===== src/hw/rtl/clu_pkg.sv =====
// ----------------------------------------------------------------------------
// clu_pkg: shared types and constants
// States, status codes, saturation helper and handshakes between the Crout
// core and its arithmetic units.
// ----------------------------------------------------------------------------
package clu_pkg;

    localparam int DEF_MAX_SIZE = 8;
    localparam int SIZE_W       = 4;
    localparam int DATA_W       = 32;
    localparam int ROUND_W      = 48;   // rounded Q16.16 product
    localparam int ACC_W        = 53;   // dot sum and difference headroom
    localparam int DIV_STEPS    = 48;   // quotient bits of (num << 16) / den
    localparam int DIV_CNT_W    = $clog2(DIV_STEPS);
    localparam logic [SIZE_W-1:0] SIZE_RESET = 4'd8;
    localparam logic signed [DATA_W-1:0] Q_ONE = 32'sh0001_0000;

    localparam logic [1:0] STAT_OK    = 2'd0;
    localparam logic [1:0] STAT_PIVOT = 2'd1;
    localparam logic [1:0] STAT_SAT   = 2'd2;

    typedef enum logic [3:0] {
        S_LOAD,
        S_INIT,
        S_DOT_RD,
        S_DOT_MUL,
        S_DOT_ACC,
        S_FIN,
        S_DIV,
        S_DET_RD,
        S_DET_MUL,
        S_DET_ACC,
        S_ORD,
        S_OVAL
    } state_t;

    typedef struct packed {
        logic start;
    } div_ctrl_t;

    typedef struct packed {
        logic busy;
        logic done;
    } div_stat_t;

    typedef struct packed {
        logic                     flag;
        logic signed [DATA_W-1:0] value;
    } sat_res_t;

    function automatic sat_res_t sat32(input logic signed [ACC_W-1:0] v);
        sat_res_t r;
        if (v > ACC_W'(64'sh7FFF_FFFF)) begin
            r.flag  = 1'b1;
            r.value = 32'sh7FFF_FFFF;
        end
        else if (v < -ACC_W'(64'sh8000_0000)) begin
            r.flag  = 1'b1;
            r.value = 32'sh8000_0000;
        end
        else begin
            r.flag  = 1'b0;
            r.value = v[DATA_W-1:0];
        end
        return r;
    endfunction

endpackage


===== src/hw/rtl/clu_mul.sv =====
// ----------------------------------------------------------------------------
// clu_mul: shared Q16.16 multiplier
// Registered 32x32 signed product, rounded to nearest with ties up.
// ----------------------------------------------------------------------------
module clu_mul
(
    input  logic                                  clk,
    input  logic                                  en,
    input  logic signed [clu_pkg::DATA_W-1:0]     a,
    input  logic signed [clu_pkg::DATA_W-1:0]     b,
    output logic signed [clu_pkg::ROUND_W-1:0]    rounded
);

    logic signed [2*clu_pkg::DATA_W-1:0] prod_reg;
    logic signed [2*clu_pkg::DATA_W-1:0] biased;

    always_ff @(posedge clk)
    begin
        if (en)
        begin
            prod_reg <= a * b;
        end
    end

    // floor((p + 0.5 LSB) / 2^16)
    assign biased  = prod_reg + 64'sd32768;
    assign rounded = biased[2*clu_pkg::DATA_W-1:16];

endmodule


===== config.mk =====
export PLATFORM = sky130hd
export DESIGN_NAME = clu_mul
export DESIGN_NICKNAME = d
export VERILOG_FILES = /design/src/hw/rtl/clu_pkg.sv /design/src/hw/rtl/clu_mul.sv
export SDC_FILE = /design/constraint.sdc
export NUM_CORES = 2
export LEC_CHECK = 0
export ABC_CLOCK_PERIOD_IN_PS = 14940
export BUFFER_PORTS_ARGS = -buffer_cell sky130_fd_sc_hd__buf_2
export CORE_MARGIN = 5
export CORE_UTILIZATION = 29
export DETAILED_ROUTE_END_ITERATION = 8
export PLACE_DENSITY = 0.43
export SKIP_CTS_REPAIR_TIMING = 1
export SLEW_MARGIN = 10
export SYNTH_ARGS = -nofsm -noshare
export SYNTH_HDL_FRONTEND = slang
export SYNTH_SLANG_ARGS = --single-unit

===== constraint.sdc =====
create_clock -name clk -period 14.94 [get_ports clk]
set_input_delay 1.494 -clock clk [delete_from_list [all_inputs] [get_ports clk]]
set_output_delay 1.494 -clock clk [all_outputs]
set_load 0.005 [all_outputs]

Yosys cells after proc, flatten, opt, wreduce, memory -nomap -nowiden:

Index checks and enable logic that the tools add are counted.
Widths: inputs -> output; s select.

* register bits after elaboration: 64
* input port bits: 66
* output and inout bits: 48
* logic and storage cells: 3

* add/subtract/negate cells: 1
* multiply operators: 1

Operator list (number)
* $add 64x17->64 const B: 1
* $mul 32x32->64: 1

Logic depth before layout (Yosys ltp):

* depth after elaboration: 1
* mapped depth: 29

Worst setup path before layout:

OpenSTA, ideal clock, no wires.

* path type: input port to flip-flop
* start point: input port a[31] in the netlist's numbering
* end point: register prod_reg[63] in the netlist's numbering, data pin
* arrival: 8.693 ns
* setup slack: 5.982 ns
* stages: 27
* buffers on the path: 2
* cells stage by stage: clkbuf_1 -> nand2_1 -> inv_1 -> fa_1 -> inv_1 -> fa_1 -> inv_1 -> fa_1 -> fa_1 -> inv_1 -> fa_1 -> inv_1 -> fa_1 -> fa_1 -> fa_1 -> ha_1 -> clkbuf_1 -> a21o_1 -> a21o_1 -> a21oi_1 -> o21ai_0 -> nand2_1 -> and3_1 -> a21bo_2 -> nor3_1 -> a2111oi_2 -> xnor2_1

* word-level cells in the longest chain between the ends: 1

RTL lines
* start, declared: line clu_mul.sv:9 `input logic signed [clu_pkg::DATA_W-1:0] a,`
* $mul 32x32->64: line clu_mul.sv:21 `prod_reg <= a * b;`
* end signal, assigned: line clu_mul.sv:21
* end, declared: line clu_mul.sv:14 `logic signed [2*clu_pkg::DATA_W-1:0] prod_reg;`

Every way passes these cells.
A chain may end at the register's enable or synchronous reset.

Worst setup path after layout:

* start point: input port b[7] in the netlist's numbering
* end point: register prod_reg[63] in the netlist's numbering, data pin

* word-level cells in the longest chain between the ends: 1

RTL lines
* start, declared: line clu_mul.sv:10 `input logic signed [clu_pkg::DATA_W-1:0] b,`
* $mul 32x32->64: line clu_mul.sv:21

Every way passes these cells.

==> flow_summary.yaml <==
status:
  status: "completed"
critical_path:
  end_kind: "register"
  cp_max_fo: 32
  cpLargestDelayFamily: "adder cells"
  crit_path_top_delay_cell: "fa_1"
  max_stage_delay_ns: 0.92
  required_ns: 14.99
  startpoint_type: "input pin"
  setup.worst_path.class: "in2reg"
  cp_common_cell: "fa_1"
  worst-path-buf-inv: 5
  crit_arrival_ns: 9.76
global_routing:
  grt_overflow: 0
  track_usage: 0.169
  antenna_found_initial: 11
  grt_max_degree: 50
  grt_pass1_vias: 29909
  grt_pass1_wl_mm: 181
clocking:
  clk_path_buf_depth: 2
  cts_tree: "yes"
  cts-buffers-inserted: 5
  clock-sinks: 49
  clkTransAtPathRegs_ns: 0.07
  htreeDepth: 2
  cts_root_buffer: "clkbuf_16"
sta:
  slew_headroom: 0.303
  fmax_mhz: 103
  fin_crit_sh: 0.650
  period_needed_ns: 9.71
  slew_viol_final: 0
  rsz0062_at_grt: "no"
  worstMarginPinSlew_ns: 1.05
  hold_viol_final: 0
  setup_viol_count_final: 0
  setup_tns_ns: 0
detailed_routing:
  drt-initial-drc-count: 1260
  routed_via_density: 4.48
  firstDrtPassIters: 5
  wl_per_cell_um: 19.8
  antenna_left: 0
  wirelength_mm: 113
  drc_errors: 0
  via_count: 25596
logic_synthesis:
  yosysWarnings: 0
  synthTopCellsByCount: "fa_1, inv_1, nand2_1"
  synthCells: 4002
  synth_top_area_cell: "fa_1"
  synth_nets: 5330
  avgSynthCellArea_um2: 9.54
  synth_edf_count: 49
  ys.flop_type: "edfxtp_1"
  synth_fa_ha_area_frac: 0.626
  ys_top_cells_by_area: "fa_1, inv_1, and2_1"
  synth_top_family_by_area: "adder cells"
  ys_async_sr_fraction: 0
  synth_compound_area_frac: 0.0296
  synth_seq_cells: 49
  synth-simple-area-share: 0.162
  ys_types: 61
  yosysSeqAreaShare: 0.0386
  synthMuxAreaShare: 0
  synth_most_common_cell: "fa_1"
  synth-xor-area-share: 0.0259
  synth_area_mm2: 0.0382
  synth_top_cell_area_share: 0.567
floorplan:
  initial_core_util: 0.291
  io_pins: 114
  dieArea_mm2: 0.139
  core_area_mm2: 0.131
  die_h_um: 373
  die_w_um: 373
  rows: 133
final_layout:
  nets: 5277
  drive_above_1_share: 0.0446
  areaGrowthSynthToFinish_pct: 6.27
  final_core_util: 0.309
  n_fill_cell: 13997
  multi_input_area_mm2: 0.0322
  regArea_mm2: 0.00147
  largest_reg_flops: 49
placed_design:
  gp_routability_congestion: 0.797
  hpwl_mm: 89.9
  port_buffers: 113
job:
  cap_violations: 0
min_path:
  hp-class: "in2reg"
## per-stage QoR
step | hold WS [ns] | setup slack, ns | cells | cell area, µm²
floorplan | 1.61 | 5.98 | 4002 | 38200
global placement | 2.04 | 5.02 | 5697 | 40400
detailed placement | 2.04 | 4.93 | 5697 | 40400
CTS | 1.87 | 5.24 | 5705 | 40500
global route | 1.87 | 4.74 | 5705 | 40500
finish | 1.85 | 5.23 | 5709 | 40600
## metal layers
metal,GRT usage,vias up,routed length [µm]
li1,-,11314,-
met4,0.0415,8,3620
met2,0.317,407,59900
met1,0.208,13761,45900
met5,0,-,55
met3,0.0162,106,3430
## cell families after synthesis
logic type      Yosys count
xor+xnor                113
compound gates          168
flops                    49
buf+inv                1189
fa+ha+maj              1262
simple gates           1221
## path summary, 6_finish.rpt
path / from / to / slack (ns) / depth (start not counted)
max: b[7] / prod_reg[63]$_DFFE_PP_ / 5.23 / 25
min: en / prod_reg[15]$_DFFE_PP_ / 1.85 / 2
## cell type report
| type | count | area share |
|---|---|---|
| Clock inverter | 2 | 0.000833 |
| Multi-Input combinational cell | 2764 | 0.795 |
| Tap cell | 1755 | 0.0541 |
| Inverter | 987 | 0.0914 |
| Clock buffer | 6 | 0.00318 |
| Sequential cell | 49 | 0.0363 |
| Antenna cell | 4 | 0.000247 |
| Timing Repair Buffer | 142 | 0.0193 |
## layout by cell type (no fill, tap or decap), types with 3 or more instances in the layout
cell / instances
a21o_1: 28
a21oi_1: 54
a21oi_2: 3
a31oi_1: 8
and2_1: 515
and3_1: 14
and4_1: 3
buf_2: 113
buf_4: 29
clkbuf_16: 5
diode_2: 4
edfxtp_1: 49
fa_1: 1081
ha_1: 181
inv_1: 987
nand2_1: 539
nand2b_1: 12
nand3_1: 19
nand4_1: 26
nor2_1: 60
nor2_4: 3
nor2b_1: 6
nor3_1: 10
o21a_1: 7
o21ai_0: 27
o21ai_1: 3
o21ai_2: 3
o21bai_1: 9
o31ai_1: 3
xnor2_1: 77
xor2_1: 36
Power is not shown: default switching activity piles up to over one toggle a cycle in this logic, so the estimate is an artifact.
