## config.mk

```make
export PLATFORM = sky130hd
export DESIGN_NAME = clu_div
export DESIGN_NICKNAME = d
export VERILOG_FILES = /design/src/hw/rtl/clu_pkg.sv /design/src/hw/rtl/clu_div.sv
export SDC_FILE = /design/constraint.sdc
export NUM_CORES = 1
export LEC_CHECK = 0
export BUFFER_PORTS_ARGS = -buffer_cell sky130_fd_sc_hd__buf_2
export CAP_MARGIN = 20
export CORE_ASPECT_RATIO = 0.6
export CORE_MARGIN = 2
export CORE_UTILIZATION = 35
export CTS_CLUSTER_SIZE = 10
export DETAILED_ROUTE_END_ITERATION = 16
export HOLD_SLACK_MARGIN = 0.15
export PLACE_DENSITY_LB_ADDON = 0.08
export SETUP_SLACK_MARGIN = 0.3
export SLEW_MARGIN = 20
export SYNTH_ARGS = -nofsm -noshare
export SYNTH_HDL_FRONTEND = slang
export SYNTH_SLANG_ARGS = --single-unit
```

## constraint.sdc

```tcl
create_clock -name clk -period 3.5 [get_ports clk]
set_input_delay 0.7 -clock clk [delete_from_list [all_inputs] [get_ports clk]]
set_output_delay 0.7 -clock clk [all_outputs]
set_load 0.01 [all_outputs]
```

## src/hw/rtl/clu_pkg.sv

```systemverilog
// ----------------------------------------------------------------------------
// clu_pkg: shared types and constants
// States, status codes, saturation helper and handshakes between the Crout
// core and its arithmetic units.
// ----------------------------------------------------------------------------
package clu_pkg;

    localparam int DEF_MAX_SIZE = 8;
    localparam int SIZE_W       = 4;
    localparam int DATA_W       = 32;
    localparam int ROUND_W      = 48;   // rounded Q16.16 product
    localparam int ACC_W        = 53;   // dot sum and difference headroom
    localparam int DIV_STEPS    = 48;   // quotient bits of (num << 16) / den
    localparam int DIV_CNT_W    = $clog2(DIV_STEPS);
    localparam logic [SIZE_W-1:0] SIZE_RESET = 4'd8;
    localparam logic signed [DATA_W-1:0] Q_ONE = 32'sh0001_0000;

    localparam logic [1:0] STAT_OK    = 2'd0;
    localparam logic [1:0] STAT_PIVOT = 2'd1;
    localparam logic [1:0] STAT_SAT   = 2'd2;

    typedef enum logic [3:0] {
        S_LOAD,
        S_INIT,
        S_DOT_RD,
        S_DOT_MUL,
        S_DOT_ACC,
        S_FIN,
        S_DIV,
        S_DET_RD,
        S_DET_MUL,
        S_DET_ACC,
        S_ORD,
        S_OVAL
    } state_t;

    typedef struct packed {
        logic start;
    } div_ctrl_t;

    typedef struct packed {
        logic busy;
        logic done;
    } div_stat_t;

    typedef struct packed {
        logic                     flag;
        logic signed [DATA_W-1:0] value;
    } sat_res_t;

    function automatic sat_res_t sat32(input logic signed [ACC_W-1:0] v);
        sat_res_t r;
        if (v > ACC_W'(64'sh7FFF_FFFF)) begin
            r.flag  = 1'b1;
            r.value = 32'sh7FFF_FFFF;
        end
        else if (v < -ACC_W'(64'sh8000_0000)) begin
            r.flag  = 1'b1;
            r.value = 32'sh8000_0000;
        end
        else begin
            r.flag  = 1'b0;
            r.value = v[DATA_W-1:0];
        end
        return r;
    endfunction

endpackage

```

## src/hw/rtl/clu_div.sv

```systemverilog
// ----------------------------------------------------------------------------
// clu_div: Q16.16 divider
// Restoring divide of (num << 16) by den, one quotient bit per cycle,
// truncated toward zero and saturated to 32 bits.
// ----------------------------------------------------------------------------
module clu_div
(
    input  logic                               clk,
    input  logic                               rst_n,
    input  clu_pkg::div_ctrl_t                 ctrl,
    input  logic signed [clu_pkg::DATA_W-1:0]  num,
    input  logic signed [clu_pkg::DATA_W-1:0]  den,
    output clu_pkg::div_stat_t                 stat,
    output logic signed [clu_pkg::DATA_W-1:0]  quot,
    output logic                               sat
);

    localparam int QW = clu_pkg::DIV_STEPS;
    localparam int DW = clu_pkg::DATA_W;

    logic                           busy_reg, busy_next;
    logic                           fin_reg, fin_next;
    logic                           done_reg, done_next;
    logic [clu_pkg::DIV_CNT_W-1:0]  cnt_reg, cnt_next;
    logic [DW-1:0]                  rem_reg, rem_next;
    logic [QW-1:0]                  quo_reg, quo_next;
    logic [DW-1:0]                  den_reg, den_next;
    logic                           neg_reg, neg_next;
    logic signed [DW-1:0]           quot_reg, quot_next;
    logic                           sat_reg, sat_next;
    logic [DW-1:0]                  num_mag, den_mag;
    logic [DW:0]                    trial;
    logic                           big_pos, big_neg;

    assign num_mag = num[DW-1] ? DW'(-num) : DW'(num);
    assign den_mag = den[DW-1] ? DW'(-den) : DW'(den);
    assign trial   = {rem_reg, quo_reg[QW-1]};
    assign big_pos = |quo_reg[QW-1:DW-1];
    assign big_neg = (|quo_reg[QW-1:DW]) || (quo_reg[DW-1] && (|quo_reg[DW-2:0]));

    always_comb
    begin
        busy_next = busy_reg;
        fin_next  = 1'b0;
        done_next = 1'b0;
        cnt_next  = cnt_reg;
        rem_next  = rem_reg;
        quo_next  = quo_reg;
        den_next  = den_reg;
        neg_next  = neg_reg;
        quot_next = quot_reg;
        sat_next  = sat_reg;
        if (ctrl.start)
        begin
            busy_next = 1'b1;
            cnt_next  = '0;
            rem_next  = '0;
            quo_next  = {num_mag, 16'h0000};
            den_next  = den_mag;
            neg_next  = num[DW-1] ^ den[DW-1];
        end
        else if (busy_reg)
        begin
            if (trial >= {1'b0, den_reg})
            begin
                rem_next = DW'(trial - {1'b0, den_reg});
                quo_next = {quo_reg[QW-2:0], 1'b1};
            end
            else
            begin
                rem_next = trial[DW-1:0];
                quo_next = {quo_reg[QW-2:0], 1'b0};
            end
            cnt_next = cnt_reg + 1'b1;
            if (cnt_reg == clu_pkg::DIV_CNT_W'(QW - 1))
            begin
                busy_next = 1'b0;
                fin_next  = 1'b1;
            end
        end
        else if (fin_reg)
        begin
            done_next = 1'b1;
            if (!neg_reg)
            begin
                sat_next  = big_pos;
                quot_next = big_pos ? 32'sh7FFF_FFFF : $signed(quo_reg[DW-1:0]);
            end
            else
            begin
                sat_next  = big_neg;
                quot_next = big_neg ? 32'sh8000_0000 : $signed(DW'(-quo_reg[DW-1:0]));
            end
        end
    end

    always_ff @(posedge clk or negedge rst_n)
    begin
        if (!rst_n)
        begin
            busy_reg <= 1'b0;
            fin_reg  <= 1'b0;
            done_reg <= 1'b0;
            cnt_reg  <= '0;
        end
        else
        begin
            busy_reg <= busy_next;
            fin_reg  <= fin_next;
            done_reg <= done_next;
            cnt_reg  <= cnt_next;
        end
    end

    always_ff @(posedge clk)
    begin
        rem_reg  <= rem_next;
        quo_reg  <= quo_next;
        den_reg  <= den_next;
        neg_reg  <= neg_next;
        quot_reg <= quot_next;
        sat_reg  <= sat_next;
    end

    assign stat.busy = busy_reg | fin_reg;
    assign stat.done = done_reg;
    assign quot      = quot_reg;
    assign sat       = sat_reg;

endmodule

```

Yosys cells after proc, flatten, opt, wreduce, memory -nomap -nowiden:

Index checks and enable logic that the tools add are counted.

* register bits after elaboration: 155
* output and inout port bits: 35

* add/subtract/negate cells: 5
* order comparisons: 1
* equality and inequality tests: 1
* muxes and demuxes: 21
* bitwise logic cells: 4
* reduce and logical (&&, ||, !) cells: 7

Operators by type and width (count)
* 32-bit 2-to-1 mux: 5
* 48-bit 2-to-1 mux: 2
* 32-bit negation: 3
* 33-bit by 32-bit greater-or-equal comparator with 1-bit output: 1
* 32-bit subtractor: 1
* 31-bit 2-to-1 mux: 1
* 31-bit OR reduction: 1
* 17-bit OR reduction: 1
* 16-bit OR reduction: 1
* 6-bit 2-to-1 mux: 2
* 1-bit 2-to-1 mux: 11
* 6-bit by 1-bit adder with 6-bit output, second input constant: 1
* 6-bit == test, second input constant: 1
* 3-bit AND reduction: 1
* 1-bit NOT: 2
* 2-bit nonzero test: 1
* 1-bit logical AND: 1
* 1-bit logical OR: 1
* 1-bit OR: 1
* 1-bit bitwise XOR: 1

Longest topological paths before layout:

Gate-level depths: netlist (run 1).

* depth in word-level cells: 5
* mapped depth: 13

Least setup slack after synthesis (run 1):

OpenSTA, ideal clock, no wires.

* path type: input -> register
* start: input den[5] (netlist name)
* end: register den_reg[29] (data pin)
* data arrival time: 2.878 ns
* data required time: 3.242 ns
* setup slack: 0.364 ns
* stages: 8
* buffers on the path: 0
* cell sequence: nor4_4 nand2_2 or3_4 or4_4 or3_4 or2_4 o31ai_4 xnor2_1

* word-level cells in the longest chain between the ends: 2

Ends and longest elaborated chain
* start: declaration: line clu_div.sv:12 `input logic signed [clu_pkg::DATA_W-1:0] den,`
* 32-bit negation: line clu_div.sv:36 `assign den_mag = den[DW-1] ? DW'(-den) : DW'(den);`
* 31-bit 2-to-1 mux: line clu_div.sv:36
* named net den_mag[29]: line clu_div.sv:31 `logic [DW-1:0] num_mag, den_mag;`
* end signal: assignment: line clu_div.sv:119 `den_reg <= den_next;`
* end: declaration: line clu_div.sv:27 `logic [DW-1:0] den_reg, den_next;`

The timed path passes the listed nets, and every way through them passes these cells.
A chain may end at the register's enable or synchronous reset.

Worst setup path in the final report (run 1):

* start: register den_reg[12]
* end: register rem_reg[24]

* word-level cells in the longest chain between the ends: 2
* elaborated cells between the ends (all ways): 3
* classes of those cells: add/sub: 1; order compare: 1; mux: 1

Ends and longest elaborated chain
* 32-bit subtractor or 33-bit by 32-bit greater-or-equal comparator with 1-bit output (tied branches): line clu_div.sv:66, clu_div.sv:64
* 32-bit 2-to-1 mux *: line clu_div.sv:64 `if (trial >= {1'b0, den_reg})`
* end signal: assignment: line clu_div.sv:117 `rem_reg <= rem_next;`
* end: declaration: line clu_div.sv:25 `logic [DW-1:0] rem_reg, rem_next;`

Every way passes the cells marked *; elsewhere a longest branch is shown, timed or not.

==> results.py, run 1 <==
metrics = {
    "run_status": {
        "status": "finished, final reports clean",
    },
    "yosys": {
        "syn_inst": 1067,
        "synth-edff-count": 98,
        "synth_largest_area_cell": "edfxtp_1",
        "synth-seq-cells": 155,
        "synth_cell_types": 69,
        "ys_warn_count": 0,
        "ys_top_cells_by_area": "edfxtp_1 30%, dfxtp_1 9.7%, xnor2_1 6.6%",
        "syn-num-nets": 1171,
        "synth-async-reset-ratio_pct": 5.81,
        "synthFlopType": "edfxtp_1",
        "syn_avg_cell_area_sq_um": 9.24,
        "ys_seq_area_share_pct": 41.9,
        "synth_area_sq_um": 9860,
        "synth_top_area_share_pct": 29.9,
    },
    "timing": {
        "finalHoldViolations": 0,
        "setup_viol_count_final": 0,
        "drv_slew": 0,
        "rsz0062_at_grt": "yes",
        "max_freq_mhz": 324,
        "fin_skew_ps": 11.6,
        "tightest_slew_ps": 737,
        "timing.slew.headroom_pct": 50.9,
        "fin_crit_ps": 3090,
        "worst_slack_ps": 409,
        "tns_ps": 0,
        "post-route-period-util_pct": 88.3,
    },
    "clock_network": {
        "numCtsBuffers": 17,
        "cts_tree": "built",
        "cts_sinks": 155,
        "cts-root-buf": "clkbuf_16",
        "cts_max_path_buffers": 2,
        "clock_latency_ps": 450,
        "path_clk_slew_ps": 60,
        "cts.htree.levels": 4,
    },
    "cells_and_area": {
        "layout_commonest_cell": "nand2_1",
        "largest_reg_flops": 48,
        "antenna_cells": 0,
        "utilization_pct": 41.5,
        "final_area_sq_um": 11500,
        "final_cell_mix": "119 x nand2_1, 100 x buf_2, 98 x edfxtp_1",
        "layout-drive-gt1-share_pct": 16.3,
        "stdcell_count": 1528,
        "fin_nets": 1252,
        "area_growth_pct": 16.5,
        "fillers": 2779,
    },
    "placed_design": {
        "dp.cells": 1494,
        "place_area_sq_um": 10800,
        "port-buffer-count": 101,
        "gp_congestion": 0.889,
        "dp_hpwl_um": 20800,
        "pre_cts_ws_ps": 77.0,
    },
    "setup_path": {
        "cp.arrival_ps": 3440,
        "worstPathRequired_ps": 3850,
        "crit_end": "rem_reg[24]",
        "cp_slowest_stage_delay_ps": 400,
        "slowest_stage": "a2111oi_2",
        "cp-end-kind": "flip-flop",
        "r2r_cells": 11,
        "startpoint_type": "flip-flop",
        "crit_chain": "inv_1 > ha_1 > a2111oi_2 > o21ai_0 > a22o_1 > a31oi_2 > a31o_2 > o211a_1 > buf_4 > nand2_1 > a311oi_1",
        "startpoint": "den_reg[12]",
        "r2r_end": "rem_reg[24]",
        "worstSetupPathType": "reg -> reg",
        "crit_fanout": 16,
        "r2r-start": "den_reg[12]",
        "reg2reg_slack_ps": 410,
    },
    "floorplan": {
        "core_sq_um": 27600,
        "initial_core_util_pct": 35.7,
        "num_rows": 47,
        "die_x_um": 221,
        "pin_count": 102,
        "die_y_um": 134,
        "dieArea_sq_um": 29600,
    },
    "power": {
        "power.internal_w": 0.00432,
        "swShare_pct": 36.8,
        "seqPwrFrac_pct": 35.2,
        "pwr-share-comb_pct": 36.6,
        "power.net_switching_w": 0.00252,
        "irDropWorstVdd_mv": 0.237,
        "p_leak_nw": 4.41,
        "clkPwrFrac_pct": 28.2,
        "power_density_nw_per_um2": 596,
    },
    "global_route": {
        "grt_first_pass_wirelength_um": 43400,
        "antenna_found_initial": 0,
        "grt_pass1_vias": 7283,
        "track_usage_pct": 19.4,
        "globalRouteOverflowTotal": 0,
        "grt_max_degree": 73,
    },
    "detailed_routing": {
        "viasPerCell": 5.46,
        "drtIter0Drc": 757,
        "post_drt_wl_per_cell_um": 18.4,
        "via_count": 8338,
        "first_pass_iters": 6,
        "drc_errors": 0,
        "wl_um": 28100,
        "drtAntennaViolNets": 0,
    },
    "flow_run": {
        "drv_cap": 0,
    },
    "hold_path": {
        "hold_path_class": "reg -> reg",
    },
}
## area by class of cell
| type | instances | area [sq um] | area share (%) |
|---|---|---|---|
| Clock buffer | 19 | 433 | 3.77 |
| Clock inverter | 13 | 166 | 1.45 |
| Inverter | 56 | 210 | 1.83 |
| Multi-Input combinational cell | 790 | 5310 | 46.2 |
| Sequential cell | 155 | 4130 | 36.0 |
| Tap cell | 367 | 459 | 4.00 |
| Timing Repair Buffer | 128 | 776 | 6.76 |
## worst min path at each step
stage	slack, ps	from	cells past startpoint	end
floorplan	400	rst_n	0	busy_reg
global placement	460	rem_reg[31]	2	rem_reg[31]
detailed placement	460	rem_reg[31]	2	rem_reg[31]
CTS	470	den[0]	1	den_reg[0]
global route	490	den[0]	1	den_reg[0]
finish	480	rem_reg[31]	2	rem_reg[31]
## cells by family after synthesis
kind of cell	Yosys count	share of synthesized area, %
adders and majority gates	37	4.77
and+or+nand+nor	353	17.8
DFF	155	41.9
AOI/OAI and AO/OA	287	20.5
muxes	20	2.03
xor gates and xnor gates	93	8.26
buffers and inverters	122	4.75
## synth_stat cells (3+ instances only)
library cell / number
nand3_1: 26
o211ai_1: 7
a21boi_0: 4
a32oi_1: 8
or3_1: 20
o31ai_1: 24
o311ai_0: 29
clkbuf_1: 54
nand4_1: 14
inv_1: 55
nor2_1: 72
nor2b_1: 6
a31oi_1: 11
o21bai_1: 3
o41ai_1: 15
ha_1: 36
buf_1: 6
o21a_1: 4
and3_1: 5
nand2_1: 119
buf_2: 5
xor2_1: 19
and2_1: 4
a31o_2: 4
or4_1: 7
nor4_1: 17
or2_2: 4
a22o_1: 30
dfxtp_1: 48
nand2b_1: 13
o21ai_0: 65
a211oi_1: 3
a311oi_1: 11
a21oi_1: 44
dfrtp_1: 9
xnor2_1: 74
mux2i_1: 20
a21o_1: 11
nor3_1: 24
edfxtp_1: 98
## metrics by stage
stage / power, W / hold slack (ps)
6_report: 0.00684 / 478
5_1_grt: 0.00727 / 488
4_1_cts: 0.00682 / 466
3_5_place_dp: 0.00487 / 461
3_3_place_gp: 0.00487 / 459
2_1_floorplan: 0.00409 / 404
## power by group through the flow
stage	combinational, W	clock [W]	sequential (W)
after CTS	0.00244	0.00198	0.00240
after detailed placement	0.00243	0	0.00244
after floorplan	0.00174	0	0.00236
after global placement	0.00243	0	0.00244
after global routing	0.00278	0.00206	0.00243
final	0.00250	0.00193	0.00241
## critical path: cells and delay by family (launching register included)
family / cells / cell delay, ps
AOI/OAI and AO/OA: 7 / 1870
adders and majority gates: 1 / 390
DFF: 1 / 350
buffers and inverters: 2 / 310
and+or+nand+nor: 1 / 80
## what timing repair did
action                                  in CTS  in global routing
buffers inserted                             0                  1
endpoints found under the setup margin       0                 36
resized for setup                            0                 16
hold buffers                                 1                  0
endpoints found under the hold margin        9                  0
## metal layers
| metal | track usage (%) | part of all wire, % |
|---|---|---|
| met1 | 33.7 | 58 |
| met5 | 0 | 0 |
| met2 | 22.1 | 35 |
| met3 | 4.65 | 6.5 |
| met4 | 4.67 | 1.1 |
Power figures use the tool's default switching activity.
==> inputs of run 2 (changes only) <==
--- a/config.mk
+++ b/config.mk
@@ -7,6 +7,8 @@
 export LEC_CHECK = 0
 export BUFFER_PORTS_ARGS = -buffer_cell sky130_fd_sc_hd__buf_2
 export CAP_MARGIN = 20
+export CELL_PAD_IN_SITES_DETAIL_PLACEMENT = 0
+export CELL_PAD_IN_SITES_GLOBAL_PLACEMENT = 2
 export CORE_ASPECT_RATIO = 0.6
 export CORE_MARGIN = 2
 export CORE_UTILIZATION = 35
@@ -14,6 +16,7 @@
 export DETAILED_ROUTE_END_ITERATION = 16
 export HOLD_SLACK_MARGIN = 0.15
 export PLACE_DENSITY_LB_ADDON = 0.08
+export RECOVER_POWER = 100
 export SETUP_SLACK_MARGIN = 0.3
 export SLEW_MARGIN = 20
 export SYNTH_ARGS = -nofsm -noshare
==> run 2 against run 1 <==
Effect of this change: the flow now finishes with violations (max-capacitance violations, max-slew violations); total power fell by 0.17%; clock power fell by 5%; cell area fell by 0.86%; die area did not move; critical path depth fell by 2; combinational power rose by 3%; register-to-register slack got worse by 70 ps; fmax fell by 2.3%; largest power group unchanged; global-route usage rose by 1.4 points; utilization fell by 0.36 points; via count rose by 1.0%; non-clock buffer count rose by 18.
==> results.py, run 2 (same netlist as run 1, synthesis figures left out) <==
metrics = {
    "cells_and_area": {
        "final_cell_mix": "118 x nand2_1, 98 x edfxtp_1, 74 x xnor2_1",
        "antenna_cells": 0,
        "stdcell_count": 1546,
        "layout_commonest_cell": "nand2_1",
        "largest_reg_flops": 48,
        "fillers": 2821,
        "fin_nets": 1270,
        "layout-drive-gt1-share_pct": 12.0,
        "area_growth_pct": 15.5,
        "final_area_sq_um": 11400,
    },
    "floorplan": {
        "die_y_um": 134,
        "dieArea_sq_um": 29600,
        "num_rows": 47,
        "initial_core_util_pct": 35.7,
        "core_sq_um": 27600,
        "die_x_um": 221,
        "pin_count": 102,
    },
    "detailed_routing": {
        "drtAntennaViolNets": 0,
        "drtIter0Drc": 814,
        "wl_um": 30000,
        "post_drt_wl_per_cell_um": 19.4,
        "drc_errors": 0,
        "via_count": 8425,
        "first_pass_iters": 5,
        "viasPerCell": 5.45,
    },
    "timing": {
        "timing.slew.headroom_pct": -63.4,
        "drv_slew": 101,
        "tns_ps": 0,
        "worst_slack_ps": 337,
        "fin_crit_ps": 3160,
        "max_freq_mhz": 316,
        "rsz0062_at_grt": "yes",
        "fin_skew_ps": 10.6,
        "setup_viol_count_final": 0,
        "tightest_slew_ps": 2450,
        "post-route-period-util_pct": 90.4,
        "finalHoldViolations": 0,
    },
    "power": {
        "irDropWorstVdd_mv": 0.334,
        "p_leak_nw": 4.31,
        "power_density_nw_per_um2": 600,
    },
    "placed_design": {
        "dp.cells": 1512,
        "dp_hpwl_um": 22100,
        "port-buffer-count": 101,
        "place_area_sq_um": 10900,
        "pre_cts_ws_ps": 94.0,
        "gp_congestion": 0.852,
    },
    "setup_path": {
        "r2r_cells": 9,
        "path_buf_inv": 2,
        "slowest_stage": "or3_1",
        "crit_chain": "or3_1 > or3_1 > nor4_1 > nand4_1 > a21o_1 > inv_2 > nand2_2 > clkbuf_1 > o311ai_0",
        "cp.arrival_ps": 3390,
        "reg2reg_slack_ps": 340,
        "cp-end-kind": "flip-flop",
        "startpoint_type": "flip-flop",
        "cp_slowest_stage_delay_ps": 470,
        "worstSetupPathType": "reg -> reg",
        "crit_fanout": 16,
        "critical-path-top-delay-family": "simple AND/OR/NAND/NOR gates",
        "r2r-start": "quo_reg[23]",
        "startpoint": "quo_reg[23]",
        "worstPathRequired_ps": 3730,
        "r2r_end": "quot[23]",
        "crit_top_cell": "or3_1",
    },
    "run_status": {
        "failed_checks": "max-capacitance violations, max-slew violations",
        "status": "complete, but fails checks",
    },
    "global_route": {
        "track_usage_pct": 20.7,
        "grt_max_degree": 101,
        "globalRouteOverflowTotal": 0,
        "antenna_found_initial": 0,
        "grt_first_pass_wirelength_um": 46300,
        "grt_pass1_vias": 7566,
    },
    "hold_path": {
        "hold_path_end": "rem_reg[31]",
        "min-delay-start": "rem_reg[31]",
        "hold_path_class": "reg -> reg",
        "holdPathStages": 2,
    },
    "flow_run": {
        "drv_cap": 1,
    },
    "clock_network": {
        "path_clk_slew_ps": 70,
        "cts_max_path_buffers": 2,
        "clock_latency_ps": 440,
        "cts.htree.levels": 4,
        "cts_tree": "built",
        "cts_sinks": 155,
        "numCtsBuffers": 17,
        "cts-root-buf": "clkbuf_16",
    },
}
## run 2: cell types whose count changed in the layout (fill, tap and decap cells not counted), moves of 3 or more
| cell | delta |
|---|---|
| buf_12 | -3 |
| buf_2 | -41 |
| buf_4 | +9 |
| clkbuf_1 | +51 |
| clkbuf_2 | +3 |
| inv_6 | -3 |
| o311ai_0 | +3 |
| o311ai_1 | -3 |
## run 2: worst min-delay path: stages, from the launching register on
cell and delay, ps:
dfxtp_1 340, a32oi_1 60, o21ai_0 60
## run 2: metal layers
metal  GRT usage (%)  part of all wire, %  vias up  wire length, um
met4            4.22                 0.71        0              213
met1            37.2                   58     3995            17500
li1                -                    -     4196                -
met2            23.0                   35      221            10400
met3            4.63                  6.1       13             1840
met5               0                    0        -                0
## run 2: worst max path at each step
stage	endpoint	cells past startpoint	slack [ps]
global route	rem_reg[6]	13	120
global placement	den_reg[29]	9	130
CTS	rem_reg[6]	12	310
floorplan	den_reg[29]	8	360
detailed placement	den_reg[29]	9	90
finish	quot[23]	9	340
## run 2: cell type report
cell class / instances / area [sq um] / share of cell area, %
repair buffers: 146 / 792 / 6.96
well taps: 367 / 459 / 4.03
inverters: 56 / 210 / 1.85
multi-input cells: 790 / 5230 / 45.9
clock inverters: 10 / 121 / 1.07
flip-flops and latches: 155 / 4130 / 36.3
clock buffers: 22 / 444 / 3.90
## run 2: what timing repair did
item / in CTS / in global routing
hold buffers: 1 / 0
setup endpoints to repair: 0 / 38
endpoints found under the hold margin: 9 / 0
buffers inserted: 0 / 1
resized for setup: 0 / 11
## run 2: power by group
group	switching, W	total (W)	internal (W)
clock	0.000782	0.00183	0.00105
sequential	0.000217	0.00242	0.00220
combinational	0.00154	0.00258	0.00104
total	0.00254	0.00683	0.00429
## run 2: per-stage QoR
| stage | utilization (%) | power [W] | hold slack (ps) |
|---|---|---|---|
| 6_report | 41.2 | 0.00683 | 482 |
| 5_1_grt | 41.2 | 0.00726 | 503 |
| 4_1_cts | 41.6 | 0.00683 | 471 |
| 3_5_place_dp | 39.6 | 0.00497 | 471 |
| 3_3_place_gp | 39.6 | 0.00499 | 457 |
| 2_1_floorplan | - | 0.00409 | 404 |
==> inputs of run 3 (changes only) <==
--- a/config.mk
+++ b/config.mk
@@ -5,13 +5,14 @@
 export SDC_FILE = /design/constraint.sdc
 export NUM_CORES = 1
 export LEC_CHECK = 0
+export ABC_AREA = 1
 export BUFFER_PORTS_ARGS = -buffer_cell sky130_fd_sc_hd__buf_2
 export CAP_MARGIN = 20
 export CELL_PAD_IN_SITES_DETAIL_PLACEMENT = 0
 export CELL_PAD_IN_SITES_GLOBAL_PLACEMENT = 2
 export CORE_ASPECT_RATIO = 0.6
 export CORE_MARGIN = 2
-export CORE_UTILIZATION = 35
+export CORE_UTILIZATION = 34
 export CTS_CLUSTER_SIZE = 10
 export DETAILED_ROUTE_END_ITERATION = 16
 export HOLD_SLACK_MARGIN = 0.15
==> run 3 against run 2 <==
Effect of this change: the flow still finishes with violations (max-capacitance violations, max-slew violations); hold slack worse by 10 ps; area after synthesis up 13%; total power is 8.3% higher; clock skew is 0.92 ps higher; register-to-register slack improved by 340 ps; non-clock buffer count shrank 31; synthesized cell count up 50%; cell count up 38%; critical path type unchanged; largest power group unchanged; sequential power shrank 3%.
==> results.py, run 3 <==
metrics = {
    "floorplan": {
        "die_y_um": 144,
        "die_x_um": 238,
        "core_sq_um": 32400,
        "initial_core_util_pct": 34.5,
        "num_rows": 51,
        "dieArea_sq_um": 34300,
        "pin_count": 102,
    },
    "global_route": {
        "track_usage_pct": 22.4,
        "globalRouteOverflowTotal": 0,
        "grt_first_pass_wirelength_um": 57400,
        "antenna_found_initial": 1,
        "grt_pass1_vias": 9404,
        "grt_max_degree": 44,
    },
    "yosys": {
        "syn_avg_cell_area_sq_um": 6.98,
        "ys_seq_area_share_pct": 37.0,
        "ys_top_cells_by_area": "edfxtp_1 26%, nand2_1 15%, inv_1 9.5%",
        "ys_warn_count": 0,
        "synth_area_sq_um": 11100,
        "synth-edff-count": 98,
        "synth.most_common_cell": "nand2_1",
        "synth-seq-cells": 155,
        "synth_cell_types": 47,
        "synth-async-reset-ratio_pct": 5.81,
        "syn-num-nets": 1701,
        "synth_largest_area_cell": "edfxtp_1",
        "synthTopCellsByCount": "446 x nand2_1, 282 x inv_1, 120 x nor2_1",
        "synth_top_area_share_pct": 26.4,
        "synthFlopType": "edfxtp_1",
        "syn_inst": 1597,
    },
    "setup_path": {
        "cp.arrival_ps": 3160,
        "cp-end-kind": "flip-flop",
        "slowest_stage": "clkbuf_2",
        "crit_fanout": 17,
        "worstSetupPathType": "reg -> reg",
        "crit_chain": "inv_1 > ha_1 > nand2_1 > nand2_1 > inv_1 > nand2_1 > inv_1 > nand2_1 > inv_1 > nand2_1 > nand2_2 > clkbuf_2 > nand3_1 > nand2_1 > inv_1 > nand2_1 > nand2_1",
        "worstPathRequired_ps": 3830,
        "crit_top_cell": "nand2_1",
        "startpoint_type": "flip-flop",
        "cp_slowest_stage_delay_ps": 470,
    },
    "clock_network": {
        "numCtsBuffers": 17,
        "clock_latency_ps": 440,
        "cts_sinks": 155,
        "cts.htree.levels": 4,
        "cts-root-buf": "clkbuf_16",
        "cts_max_path_buffers": 2,
        "path_clk_slew_ps": 70,
        "cts_setup_buffers": 0,
        "ctsResizeCount": 0,
        "cts_tree": "built",
    },
    "power": {
        "p_leak_nw": 6.01,
        "power_density_nw_per_um2": 591,
        "power.total_w": 0.00739,
        "irDropWorstVdd_mv": 0.364,
    },
    "timing": {
        "timing.slew.headroom_pct": -26.2,
        "post-route-period-util_pct": 80.6,
        "setup_viol_count_final": 0,
        "worst_slack_ps": 679,
        "drv_slew": 34,
        "finalHoldViolations": 0,
        "hold_slack_ps": 472,
        "tns_ps": 0,
        "tightest_slew_ps": 1890,
        "fin_crit_ps": 2820,
        "fin_skew_ps": 11.5,
        "rsz0062_at_grt": "no",
        "max_freq_mhz": 354,
    },
    "detailed_routing": {
        "post_drt_wl_per_cell_um": 17.8,
        "drtIter0Drc": 834,
        "wl_um": 37900,
        "drtAntennaViolNets": 0,
        "first_pass_iters": 5,
        "via_count": 10500,
        "drc_errors": 0,
        "viasPerCell": 4.92,
    },
    "cells_and_area": {
        "antenna_cells": 0,
        "fin_nets": 1793,
        "area_growth_pct": 12.3,
        "layout-drive-gt1-share_pct": 7.93,
        "layout_commonest_cell": "nand2_1",
        "largest_reg_flops": 48,
        "utilization_pct": 38.7,
        "final_cell_mix": "448 x nand2_1, 283 x inv_1, 120 x nor2_1, 120 x nand3_1, 117 x o21ai_0",
    },
    "placed_design": {
        "dp_hpwl_um": 30000,
        "pre_cts_ws_ps": 781,
        "gp_congestion": 0.896,
        "port-buffer-count": 101,
    },
    "run_status": {
        "failed_checks": "max-capacitance violations, max-slew violations",
        "status": "complete, but fails checks",
    },
    "flow_run": {
        "drv_cap": 1,
    },
    "hold_path": {
        "hold_path_class": "reg -> reg",
    },
}
[run 3: cell count changes in the layout (fill, tap and decap cells not counted), moves of 22 or more]
cell	previous run	this run
o31ai_1	24	2
nor2_1	72	120
o21ai_0	65	117
nand3_1	26	120
buf_4	31	6
o311ai_0	26	0
xnor2_1	74	21
or3_1	22	0
a22o_1	30	1
o22ai_1	2	25
xor2_1	19	45
inv_1	55	283
nand2_1	118	448
[run 3: report_power, final]
| group | switching, W | internal, W |
|---|---|---|
| Sequential | 0.000151 | 0.00219 |
| Combinational | 0.00220 | 0.00103 |
| Clock | 0.000838 | 0.000992 |
| Total | 0.00318 | 0.00421 |
[run 3: cells by family (layout without fill, tap and decap cells)]
family                     after synthesis  count (layout)  synth area share, %
AOI/OAI and AO/OA                      217             217                 10.6
adders and majority gates               37              37                 4.22
xor gates and xnor gates                66              66                 5.19
and+or+nand+nor                        794             794                 31.3
buffers and inverters                  328             433                 11.7
DFF                                    155             155                 37.0
[run 3: area by class of cell]
type | count | area [sq um]
clock buffers | 17 | 425
multi-input cells | 1114 | 5680
repair buffers | 115 | 542
fillers | 3572 | 19800
inverters | 286 | 1070
well taps | 424 | 531
clock inverters | 15 | 136
flip-flops and latches | 155 | 4130
[run 3: critical path: cells and delay by family (launching register included)]
family | cells | cell delay [ps]
simple gates | 10 | 1260
flops | 1 | 320
fa+ha+maj | 1 | 340
buf+inv | 6 | 790
[run 3: worst paths after layout]
path	endpoint	slack (ps)	cells after the start	from
worst max-delay path	rem_reg[30]	680	17	den_reg[16]
max in group asynchronous	done_reg	2350	2	rst_n
min in group asynchronous	cnt_reg[5]	760	2	rst_n
worst max register to register	rem_reg[30]	680	17	den_reg[16]
worst min register to register	rem_reg[22]	470	2	rem_reg[22]
worst min-delay path	rem_reg[22]	470	2	rem_reg[22]
[run 3: stage by stage]
stage          instance area, sq um  instances
2_1_floorplan                 11200       1597
6_report                      12500       2126
3_5_place_dp                  12100       2093
4_1_cts                       12600       2126
3_3_place_gp                  12100       2093
5_1_grt                       12500       2126
[run 3: routing by layer]
| layer | part of all wire [%] | track usage (%) | vias up |
|---|---|---|---|
| met5 | 0 | 0 | - |
| met4 | 1.0 | 4.47 | 0 |
| met3 | 8.9 | 6.91 | 20 |
| met2 | 32 | 24.9 | 295 |
| met1 | 59 | 38.6 | 4818 |
| li1 | - | - | 5324 |
[run 3: repair_timing]
action / 4_1_cts / 5_1_grt
endpoints found under the hold margin: 9 / 0
hold buffers: 1 / 0
setup endpoints to repair: 0 / 0
